`src/hw/rtl/ssrf_pkg.sv`:
```
// ============================================================================
// ssrf_pkg - servo setpoint register file package
// Address map, reset values, shared widths and the structs passed between
// the register file and its setpoint arithmetic.
// ============================================================================
`default_nettype none

package ssrf_pkg;

    // Address map
    localparam logic [4:0] ADDR_GAIN_FIRST = 5'd0;
    localparam logic [4:0] ADDR_GAIN_LAST  = 5'd8;
    localparam logic [4:0] ADDR_CUR_I      = 5'd1;
    localparam logic [4:0] ADDR_VEL_I      = 5'd4;
    localparam logic [4:0] ADDR_ANG_I      = 5'd7;
    localparam logic [4:0] ADDR_CENTER     = 5'd9;
    localparam logic [4:0] ADDR_SCALE      = 5'd10;
    localparam logic [4:0] ADDR_INVERT     = 5'd11;
    localparam logic [4:0] ADDR_DRIVE      = 5'd12;
    localparam logic [4:0] ADDR_CURRENT    = 5'd13;
    localparam logic [4:0] ADDR_VELOCITY   = 5'd14;
    localparam logic [4:0] ADDR_ANGLE      = 5'd15;
    localparam logic [4:0] ADDR_INIT       = 5'd16;

    localparam int GAIN_COUNT = 9;
    localparam int GAIN_IDX_W = $clog2(GAIN_COUNT);

    // Access kind
    localparam logic ACTION_READ  = 1'b0;
    localparam logic ACTION_WRITE = 1'b1;

    // Init levels at which each loop switches on
    localparam logic [7:0] LEVEL_CURRENT_ON  = 8'd3;
    localparam logic [7:0] LEVEL_VELOCITY_ON = 8'd4;
    localparam logic [7:0] LEVEL_ANGLE_ON    = 8'd5;

    // Loop bits in the enable and clear-integral masks
    localparam int LOOP_CURRENT  = 0;
    localparam int LOOP_VELOCITY = 1;
    localparam int LOOP_ANGLE    = 2;

    // Arithmetic constants
    localparam logic signed [10:0] MAX_DRIVE   = 11'sd1023;
    localparam int                 DRIVE_SHIFT = 7;   // divide by 128
    localparam int                 ANGLE_SHIFT = 6;   // divide by 64
    localparam logic signed [9:0]  ANGLE_LIMIT = 10'sd462;

    // Reset values
    localparam logic [7:0] SCALE_RESET  = 8'd128;
    localparam logic [7:0] CENTER_RESET = 8'd128;   // centre offset of zero

    typedef logic [7:0] gain_t;

    function automatic gain_t gain_default(input logic [GAIN_IDX_W-1:0] idx);
        gain_t g;
        case (idx)
            4'd0:    g = 8'd7;
            4'd1:    g = 8'd8;
            4'd2:    g = 8'd2;
            4'd3:    g = 8'd20;
            4'd4:    g = 8'd0;
            4'd5:    g = 8'd30;
            4'd6:    g = 8'd8;
            4'd7:    g = 8'd0;
            4'd8:    g = 8'd30;
            default: g = 8'd0;
        endcase
        return g;
    endfunction

    // Settings that shape the setpoint arithmetic
    typedef struct packed {
        logic       invert;
        logic       coil_inverted;
        logic [7:0] scale;
        logic [7:0] center;     // stored as the written byte
    } calc_ctrl_t;

    // Candidate setpoints for the current write byte
    typedef struct packed {
        logic signed [10:0] drive;
        logic signed [10:0] current;
        logic signed [10:0] velocity;
        logic signed [9:0]  angle;
    } setpoints_t;

endpackage

`default_nettype wire

```
`src/hw/rtl/ssrf_if.sv`:
```
// ============================================================================
// ssrf_if - servo setpoint register file channels
// Request, response and configuration channels, each valid/ready with a
// source and a sink side.
// ============================================================================
`default_nettype none

interface ssrf_req_if;
    logic       valid;
    logic       ready;
    logic       action;
    logic [4:0] address;
    logic [7:0] value;

    modport source (output valid, output action, output address, output value,
                    input ready);
    modport sink   (input valid, input action, input address, input value,
                    output ready);
endinterface

interface ssrf_rsp_if;
    logic               valid;
    logic               ready;
    logic [7:0]         read_data;
    logic signed [10:0] drive_level;
    logic signed [10:0] current_target;
    logic signed [10:0] velocity_target;
    logic signed [9:0]  angle_target;
    logic [2:0]         clear_integral;
    logic [2:0]         loop_enables;

    modport source (output valid, output read_data, output drive_level,
                    output current_target, output velocity_target,
                    output angle_target, output clear_integral,
                    output loop_enables, input ready);
    modport sink   (input valid, input read_data, input drive_level,
                    input current_target, input velocity_target,
                    input angle_target, input clear_integral,
                    input loop_enables, output ready);
endinterface

interface ssrf_cfg_if;
    logic valid;
    logic ready;
    logic coil_inverted;

    modport source (output valid, output coil_inverted, input ready);
    modport sink   (input valid, input coil_inverted, output ready);
endinterface

`default_nettype wire

```
`src/hw/rtl/ssrf_setpoint_calc.sv`:
```
// ============================================================================
// ssrf_setpoint_calc - setpoint arithmetic
// Works out the drive level, current, velocity and angle setpoints that a
// write byte would produce under the present invert, scale and centre.
// ============================================================================
`default_nettype none

module ssrf_setpoint_calc (
    input  wire logic [7:0]          value,
    input  wire ssrf_pkg::calc_ctrl_t ctrl,
    output ssrf_pkg::setpoints_t      setpoints
);

    logic               flip;
    logic signed [8:0]  centred;
    logic signed [18:0] drive_prod;
    logic signed [18:0] drive_biased;
    logic signed [18:0] drive_quot;
    logic signed [10:0] drive_lvl;
    logic signed [10:0] linear_sp;
    logic signed [17:0] angle_prod;
    logic signed [17:0] angle_biased;
    logic signed [17:0] angle_quot;
    logic signed [11:0] angle_scaled;
    logic signed [11:0] center_off;
    logic signed [11:0] angle_sum;

    assign flip    = ctrl.invert ^ ctrl.coil_inverted;
    assign centred = $signed({1'b0, value}) - 9'sd128;

    // Drive: (byte-128)*MAX_DRIVE/128, rounded toward zero
    assign drive_prod   = 19'(centred) * 19'(ssrf_pkg::MAX_DRIVE);
    assign drive_biased = drive_prod
                        + (drive_prod[18] ? 19'sd127 : 19'sd0);
    assign drive_quot   = drive_biased >>> ssrf_pkg::DRIVE_SHIFT;
    assign drive_lvl    = drive_quot[10:0];

    assign linear_sp = $signed({1'b0, value, 2'b00}) - 11'sd512;

    // Angle: (byte-128)*scale/64 toward zero, invert, add centre, clamp
    assign angle_prod   = 18'(centred) * 18'($signed({1'b0, ctrl.scale}));
    assign angle_biased = angle_prod
                        + (angle_prod[17] ? 18'sd63 : 18'sd0);
    assign angle_quot   = angle_biased >>> ssrf_pkg::ANGLE_SHIFT;
    assign angle_scaled = ctrl.invert ? -angle_quot[11:0] : angle_quot[11:0];
    assign center_off   = $signed({2'b00, ctrl.center, 2'b00}) - 12'sd512;
    assign angle_sum    = angle_scaled + center_off;

    always_comb
    begin
        setpoints.drive    = flip ? -drive_lvl : drive_lvl;
        setpoints.current  = flip ? -linear_sp : linear_sp;
        setpoints.velocity = ctrl.invert ? -linear_sp : linear_sp;
        if (angle_sum > 12'(ssrf_pkg::ANGLE_LIMIT))
        begin
            setpoints.angle = ssrf_pkg::ANGLE_LIMIT;
        end
        else if (angle_sum < -12'(ssrf_pkg::ANGLE_LIMIT))
        begin
            setpoints.angle = -ssrf_pkg::ANGLE_LIMIT;
        end
        else
        begin
            setpoints.angle = angle_sum[9:0];
        end
    end

endmodule

`default_nettype wire

```
`src/hw/rtl/servo_setpoint_register_file_unit.sv`:
```
// ============================================================================
// servo_setpoint_register_file_unit - servo setpoint register file
// Byte-wide register front end of a three-loop servo controller: gains,
// angle centre/scale/invert, gated setpoint ports and the loop-enable level.
// ============================================================================
// Usage:
//   req carries one bus access (action, address, value). Each accepted
//   request yields exactly one response on rsp: the read-back byte, the
//   held drive level and setpoints, the one-shot clear-integral mask and
//   the loop enables, all as they stand after the access.
//   cfg writes the coil_inverted bit; it is always ready and should only be
//   written while no response is outstanding.
//   The response is registered: a request accepted in one cycle is
//   presented on rsp in the next. Throughput is one request per cycle
//   while rsp is not stalled, set by the single result register; decode,
//   the two small multiplies and the clamp all sit in front of it.
//   When rsp is stalled, req.ready drops and the response and all req-written
//   state hold; a request is taken in the same cycle the pending response leaves.
//   Reset loads the default gains, scale 128, centre offset and setpoints
//   zero, all loops off and coil_inverted clear; no response is pending.
// ============================================================================
`default_nettype none

module servo_setpoint_register_file_unit (
    input  wire logic   clk,
    input  wire logic   rst_n,
    ssrf_req_if.sink    req,
    ssrf_rsp_if.source  rsp,
    ssrf_cfg_if.sink    cfg
);

    logic                         accept;
    logic                         is_write;
    logic [ssrf_pkg::GAIN_IDX_W-1:0] gain_idx;

    ssrf_pkg::gain_t              gain_reg [ssrf_pkg::GAIN_COUNT];
    logic [7:0]                   center_reg;
    logic [7:0]                   scale_reg;
    logic                         invert_reg;
    logic                         coil_inv_reg;
    logic [2:0]                   enable_reg;
    logic [2:0]                   enable_next;
    logic signed [10:0]           drive_reg;
    logic signed [10:0]           current_reg;
    logic signed [10:0]           velocity_reg;
    logic signed [9:0]            angle_reg;
    logic                         rsp_valid_reg;
    logic [7:0]                   read_data_reg;
    logic [7:0]                   read_data_next;
    logic [2:0]                   clear_reg;
    logic [2:0]                   clear_next;

    ssrf_pkg::calc_ctrl_t         calc_ctrl;
    ssrf_pkg::setpoints_t         calc_sp;

    assign accept   = req.valid && req.ready;
    assign is_write = (req.action == ssrf_pkg::ACTION_WRITE);
    assign gain_idx = req.address[ssrf_pkg::GAIN_IDX_W-1:0];

    assign req.ready = !rsp_valid_reg || rsp.ready;
    assign cfg.ready = 1'b1;

    assign calc_ctrl.invert        = invert_reg;
    assign calc_ctrl.coil_inverted = coil_inv_reg;
    assign calc_ctrl.scale         = scale_reg;
    assign calc_ctrl.center        = center_reg;

    ssrf_setpoint_calc u_calc (
        .value     (req.value),
        .ctrl      (calc_ctrl),
        .setpoints (calc_sp)
    );

    // Read-back reflects the register after this access
    always_comb
    begin
        read_data_next = 8'd0;
        clear_next     = 3'd0;
        unique case (req.address) inside
            [ssrf_pkg::ADDR_GAIN_FIRST:ssrf_pkg::ADDR_GAIN_LAST]:
            begin
                read_data_next = is_write ? req.value : gain_reg[gain_idx];
                if (is_write)
                begin
                    clear_next[ssrf_pkg::LOOP_CURRENT] =
                        (req.address == ssrf_pkg::ADDR_CUR_I);
                    clear_next[ssrf_pkg::LOOP_VELOCITY] =
                        (req.address == ssrf_pkg::ADDR_VEL_I);
                    clear_next[ssrf_pkg::LOOP_ANGLE] =
                        (req.address == ssrf_pkg::ADDR_ANG_I);
                end
            end
            ssrf_pkg::ADDR_CENTER:
            begin
                read_data_next = is_write ? req.value : center_reg;
            end
            ssrf_pkg::ADDR_SCALE:
            begin
                read_data_next = is_write ? req.value : scale_reg;
            end
            ssrf_pkg::ADDR_INVERT:
            begin
                read_data_next = {7'd0, is_write ? (req.value != 8'd0) : invert_reg};
            end
            default:
            begin
                read_data_next = 8'd0;
            end
        endcase
    end

    always_comb
    begin
        enable_next = 3'd0;
        enable_next[ssrf_pkg::LOOP_CURRENT]  = (req.value >= ssrf_pkg::LEVEL_CURRENT_ON);
        enable_next[ssrf_pkg::LOOP_VELOCITY] = (req.value >= ssrf_pkg::LEVEL_VELOCITY_ON);
        enable_next[ssrf_pkg::LOOP_ANGLE]    = (req.value >= ssrf_pkg::LEVEL_ANGLE_ON);
    end

    // Register state; setpoint ports act on writes only; all but the angle port obey loop gating
    always_ff @(posedge clk or negedge rst_n)
    begin
        if (!rst_n)
        begin
            for (int i = 0; i < ssrf_pkg::GAIN_COUNT; i++)
            begin
                gain_reg[i] <= ssrf_pkg::gain_default(ssrf_pkg::GAIN_IDX_W'(i));
            end
            center_reg   <= ssrf_pkg::CENTER_RESET;
            scale_reg    <= ssrf_pkg::SCALE_RESET;
            invert_reg   <= 1'b0;
            enable_reg   <= 3'd0;
            drive_reg    <= '0;
            current_reg  <= '0;
            velocity_reg <= '0;
            angle_reg    <= '0;
        end
        else if (accept && is_write)
        begin
            unique case (req.address) inside
                [ssrf_pkg::ADDR_GAIN_FIRST:ssrf_pkg::ADDR_GAIN_LAST]:
                begin
                    gain_reg[gain_idx] <= req.value;
                end
                ssrf_pkg::ADDR_CENTER:
                begin
                    center_reg <= req.value;
                end
                ssrf_pkg::ADDR_SCALE:
                begin
                    scale_reg <= req.value;
                end
                ssrf_pkg::ADDR_INVERT:
                begin
                    invert_reg <= (req.value != 8'd0);
                end
                ssrf_pkg::ADDR_DRIVE:
                begin
                    if (!enable_reg[ssrf_pkg::LOOP_CURRENT])
                    begin
                        drive_reg <= calc_sp.drive;
                    end
                end
                ssrf_pkg::ADDR_CURRENT:
                begin
                    if (!enable_reg[ssrf_pkg::LOOP_VELOCITY])
                    begin
                        current_reg <= calc_sp.current;
                    end
                end
                ssrf_pkg::ADDR_VELOCITY:
                begin
                    if (!enable_reg[ssrf_pkg::LOOP_ANGLE])
                    begin
                        velocity_reg <= calc_sp.velocity;
                    end
                end
                ssrf_pkg::ADDR_ANGLE:
                begin
                    angle_reg <= calc_sp.angle;
                end
                ssrf_pkg::ADDR_INIT:
                begin
                    enable_reg <= enable_next;
                end
                default:
                begin
                end
            endcase
        end
    end

    always_ff @(posedge clk or negedge rst_n)
    begin
        if (!rst_n)
        begin
            coil_inv_reg <= 1'b0;
        end
        else if (cfg.valid && cfg.ready)
        begin
            coil_inv_reg <= cfg.coil_inverted;
        end
    end

    // Response register; hold while the receiver stalls
    always_ff @(posedge clk or negedge rst_n)
    begin
        if (!rst_n)
        begin
            rsp_valid_reg <= 1'b0;
        end
        else if (req.ready)
        begin
            rsp_valid_reg <= accept;
        end
    end

    always_ff @(posedge clk)
    begin
        if (accept)
        begin
            read_data_reg <= read_data_next;
            clear_reg     <= clear_next;
        end
    end

    assign rsp.valid           = rsp_valid_reg;
    assign rsp.read_data       = read_data_reg;
    assign rsp.clear_integral  = clear_reg;
    assign rsp.drive_level     = drive_reg;
    assign rsp.current_target  = current_reg;
    assign rsp.velocity_target = velocity_reg;
    assign rsp.angle_target    = angle_reg;
    assign rsp.loop_enables    = enable_reg;

    // ------------------------------------------------------------------------
    a_accept_gives_rsp: assert property (@(posedge clk) disable iff (!rst_n)
        accept |=> rsp_valid_reg)
        else $error("accepted request produced no response");

    a_clear_onehot: assert property (@(posedge clk) disable iff (!rst_n)
        rsp_valid_reg |-> $onehot0(clear_reg))
        else $error("more than one integral clear in one response");

    a_angle_clamped: assert property (@(posedge clk) disable iff (!rst_n)
        (angle_reg <= ssrf_pkg::ANGLE_LIMIT) && (angle_reg >= -ssrf_pkg::ANGLE_LIMIT))
        else $error("angle setpoint outside clamp range");

    a_enables_nested: assert property (@(posedge clk) disable iff (!rst_n)
        (enable_reg == 3'b000) || (enable_reg == 3'b001) ||
        (enable_reg == 3'b011) || (enable_reg == 3'b111))
        else $error("loop enables not nested");

endmodule

`default_nettype wire

```
`src/flat_wrapper.sv`:
```
// flat-port wrapper written by rule: the top's interface ports become plain ports
module servo_setpoint_register_file_unit_flat 
  (clk, rst_n, req_valid, req_action, req_address, req_value, req_ready, rsp_valid, rsp_read_data, rsp_drive_level, rsp_current_target, rsp_velocity_target, rsp_angle_target, rsp_clear_integral, rsp_loop_enables, rsp_ready, cfg_valid, cfg_coil_inverted, cfg_ready);
  ssrf_req_if req_i ();
  ssrf_rsp_if rsp_i ();
  ssrf_cfg_if cfg_i ();
  input  wire logic clk;
  input  wire logic rst_n;
  input wire logic [$bits(req_i.valid)-1:0] req_valid;
  input wire logic [$bits(req_i.action)-1:0] req_action;
  input wire logic [$bits(req_i.address)-1:0] req_address;
  input wire logic [$bits(req_i.value)-1:0] req_value;
  output wire logic [$bits(req_i.ready)-1:0] req_ready;
  output wire logic [$bits(rsp_i.valid)-1:0] rsp_valid;
  output wire logic [$bits(rsp_i.read_data)-1:0] rsp_read_data;
  output wire logic [$bits(rsp_i.drive_level)-1:0] rsp_drive_level;
  output wire logic [$bits(rsp_i.current_target)-1:0] rsp_current_target;
  output wire logic [$bits(rsp_i.velocity_target)-1:0] rsp_velocity_target;
  output wire logic [$bits(rsp_i.angle_target)-1:0] rsp_angle_target;
  output wire logic [$bits(rsp_i.clear_integral)-1:0] rsp_clear_integral;
  output wire logic [$bits(rsp_i.loop_enables)-1:0] rsp_loop_enables;
  input wire logic [$bits(rsp_i.ready)-1:0] rsp_ready;
  input wire logic [$bits(cfg_i.valid)-1:0] cfg_valid;
  input wire logic [$bits(cfg_i.coil_inverted)-1:0] cfg_coil_inverted;
  output wire logic [$bits(cfg_i.ready)-1:0] cfg_ready;
  assign req_i.valid = req_valid;
  assign req_i.action = req_action;
  assign req_i.address = req_address;
  assign req_i.value = req_value;
  assign req_ready = req_i.ready;
  assign rsp_valid = rsp_i.valid;
  assign rsp_read_data = rsp_i.read_data;
  assign rsp_drive_level = rsp_i.drive_level;
  assign rsp_current_target = rsp_i.current_target;
  assign rsp_velocity_target = rsp_i.velocity_target;
  assign rsp_angle_target = rsp_i.angle_target;
  assign rsp_clear_integral = rsp_i.clear_integral;
  assign rsp_loop_enables = rsp_i.loop_enables;
  assign rsp_i.ready = rsp_ready;
  assign cfg_i.valid = cfg_valid;
  assign cfg_i.coil_inverted = cfg_coil_inverted;
  assign cfg_ready = cfg_i.ready;
  servo_setpoint_register_file_unit u_core (.clk(clk), .rst_n(rst_n), .req(req_i), .rsp(rsp_i), .cfg(cfg_i));
endmodule
```
`config.mk`:
```
export PLATFORM = sky130hd
export DESIGN_NAME = servo_setpoint_register_file_unit_flat
export DESIGN_NICKNAME = d
export VERILOG_FILES = /design/src/hw/rtl/ssrf_pkg.sv /design/src/hw/rtl/ssrf_if.sv /design/src/hw/rtl/ssrf_setpoint_calc.sv /design/src/hw/rtl/servo_setpoint_register_file_unit.sv /design/src/flat_wrapper.sv
export SDC_FILE = /design/constraint.sdc
export NUM_CORES = 1
export LEC_CHECK = 0
export BUFFER_PORTS_ARGS = -buffer_cell sky130_fd_sc_hd__buf_4
export CORE_MARGIN = 2
export CORE_UTILIZATION = 38
export CTS_BUF_LIST = sky130_fd_sc_hd__clkbuf_16
export DETAILED_ROUTE_END_ITERATION = 8
export GPL_ROUTABILITY_DRIVEN = 0
export PLACE_DENSITY = 0.64
export SYNTH_ARGS = -nofsm -noshare
export SYNTH_HDL_FRONTEND = slang
export SYNTH_HIERARCHICAL = 1
export SYNTH_SLANG_ARGS = --single-unit
```
`constraint.sdc`:
```
create_clock -name clk -period 11.2 [get_ports clk]
set_input_delay 1.12 -clock clk [delete_from_list [all_inputs] [get_ports clk]]
set_output_delay 1.12 -clock clk [all_outputs]
set_load 0.02 [all_outputs]
```
==> results.yml <==
status:
  status: "finished clean"
logic_synthesis:
  synth_area_um2: 13500
  synth_compound_area_share_pct: 9.99
  synth-xor-area-share_pct: 4.79
  synthCells: 1285
  yosys_register_bits: 148
  yosys-top-cells-area: "dfrtp_1 (22%), fa_1 (12%), mux2_2 (10%)"
  synthSimpleGateAreaFrac_pct: 13.2
  yosys_most_used_dff: "dfrtp_1"
  synth_top_family_by_area: "adder cells"
  yosysSeqAreaShare_pct: 28.1
  synth_edf_count: 11
  synth_top_area_share_pct: 22.1
  yosysTopAreaCell: "dfrtp_1"
  synth_mux_area_share_pct: 15.5
  synth_fa_ha_area_share_pct: 22.2
  yosysWarnings: 6
  syn_area_per_cell_um2: 10.5
  ys_async_sr_fraction_pct: 92.6
  synth_cell_type_count: 96
global_routing:
  grt_usage_pct: 18.4
  grt_pass1_wl_mm: 53.1
  grt_overflow: 0
  grt_start_max_net_pins: 79
  grt_pass1_vias: 9913
  antenna_found_initial: 0
timing:
  final.setup.tns_ps: 0
  finClkSkew_ps: 8.82
  timing.final.crit_share_pct: 88.7
  setup-violations-final: 0
  finalHoldViolCount: 0
  maxSlewHeadroom_pct: 22.8
  fin_hold_ws_ps: 490
  rsz0062_at_grt: "false"
  fmax_ghz: 0.101
  fin_crit_ps: 9940
  worst_pin_slew_ps: 1150
  drv_slew: 0
final_layout:
  layout.cells.most_common_list: "inv_1 (139), mux2_2 (123), dfrtp_1 (119), ha_1 (108), fa_1 (82)"
  largest_reg_flops: 72
  final_nets: 1542
  antenna_cells: 0
  syn_to_final_growth_pct: 11.0
  mostFrequentLayoutCell: "inv_1"
  drive_gt1_share_pct: 22.8
route:
  antenna_left: 0
  drtPass1Iterations: 7
  dr_total_vias: 9776
  drt-initial-drc-count: 640
  routedWlPerCell_um: 17.9
  vias_per_cell: 5.43
  wl_mm: 32.1
  drcViolationCount: 0
critical_path:
  r2r-end: "u_core/rsp.angle_target[1]"
  cp_slowest_cell: "or4b_2"
  cp.required_ps: 11520
  end_kind: "flop"
  r2r_start: "u_core/scale_reg[1]"
  crit_type: "input port to flop"
  r2r_cells: 30
  crit_top_cell: "inv_1"
  slowest_delay_ps: 620
  r2r_slack_ps: 2080
  cp.arrival_ps: 10260
  cp-start-kind: "input port"
  crit_fanout: 21
clock_network:
  cts_sinks: 148
  cts_hold_buf: 0
  cts_buffers: 17
  insertion_delay_ps: 440
  cts_root_buf: "clkbuf_16"
  post_cts_buffers: 0
  htree_levels: 4
  post_cts_resized: 0
  tritoncts: "yes"
  clk_pin_slew_ps: 60
  clock_path_buffers: 2
power:
  power_density_nw_per_um2: 265
  p_leak_nw: 7.03
  peakVddDrop_uv: 144
min_path:
  hold_path.startpoint: "u_core/gain_reg[9]"
  holdPathEnd: "u_core/gain_reg[9]"
  min_delay_path_depth: 1
  hold_path_class: "flop to flop"
floorplan:
  die_area_um2: 37000
  ios: 80
  rows: 68
  die_x_um: 192
  die_h_um: 192
  core-area_um2: 34700
  initial_utilization_pct: 38.8
place:
  dpl.hpwl_mm: 23.7
  port_buffers: 78
flow_run:
  drv_cap: 0
[cells by family after synthesis]
group,after synthesis
XOR/XNOR,72
AND/OR/NAND/NOR,319
flip-flops,148
other,2
adder cells (fa/ha/maj),190
AO/OA/AOI/OAI,186
multiplexers,171
buffers and inverters,197
[metrics by stage]
step	std cells	utilization, %	setup slack [ps]	power, mW	cell area, um^2
after global placement	1768	41.4	1090	3.34	14400
after global routing	1800	43.1	605	4.32	14900
final	1800	43.1	1260	3.97	14900
after CTS	1800	43.1	1310	3.95	14900
after floorplan	1288	-	1800	2.77	13500
after detailed placement	1768	41.4	922	3.36	14400
[synth_stat cells, types with 6 or more instances]
master and count:
and3_1 8, and2_1 44, edfxtp_1 11, nor3_1 20, fa_1 82, nor4_1 6, ha_1 108, nor2_1 57
clkbuf_1 23, nor2b_1 11, and4_1 6, a211oi_1 6, or3_1 7, mux4_2 16, nand3_1 19, a221o_1 6
xnor2_1 56, dfrtp_1 119, o21ai_0 30, mux2i_1 17, a21o_1 14, nand2b_1 17, o31ai_1 6, nand2_1 72
nand4_1 10, mux2_2 123, dfstp_2 18, o21a_1 9, buf_2 17, inv_1 139, a21oi_1 38, xor2_1 15
o211ai_1 10, mux2_1 12, buf_4 11
[layout make-up]
type | instances | area (um^2)
inverters | 140 | 526
flip-flops and latches | 148 | 3780
repair buffers | 82 | 619
fillers | 3319 | 19800
multi-input cells | 943 | 8880
clock inverters | 14 | 119
clock buffers | 18 | 450
well taps | 455 | 569
[worst max-delay path, delay by kind of cell]
family,cells,cell delay [ps]
AO/OA/AOI/OAI,6,1630
XOR/XNOR,4,650
adder cells (fa/ha/maj),8,3330
buffers and inverters,9,1240
multiplexers,3,930
AND/OR/NAND/NOR,5,1330
[per-layer routing]
layer	GRT usage (%)	wire, um
met5	0	0
met2	30.0	15300
met1	25.1	14900
met4	5.73	674
met3	2.81	1260
[worst max-delay path by stage]
stage                      start                          to  depth (start not counted)
finish              req_value[7]  u_core/rsp.angle_target[1]                         35
global route        req_value[7]  u_core/rsp.angle_target[1]                         35
CTS                 req_value[7]  u_core/rsp.angle_target[1]                         35
detailed placement  req_value[7]  u_core/rsp.angle_target[1]                         35
global placement    req_value[7]  u_core/rsp.angle_target[1]                         35
floorplan           req_value[7]  u_core/rsp.angle_target[1]                         36
[power breakdown]
part	switching, mW	internal, mW	total, mW
logic	1.64	1.13	2.76
clock network	0.247	0.303	0.550
registers	0.0445	0.611	0.656
(Power assumes the default switching activity.)
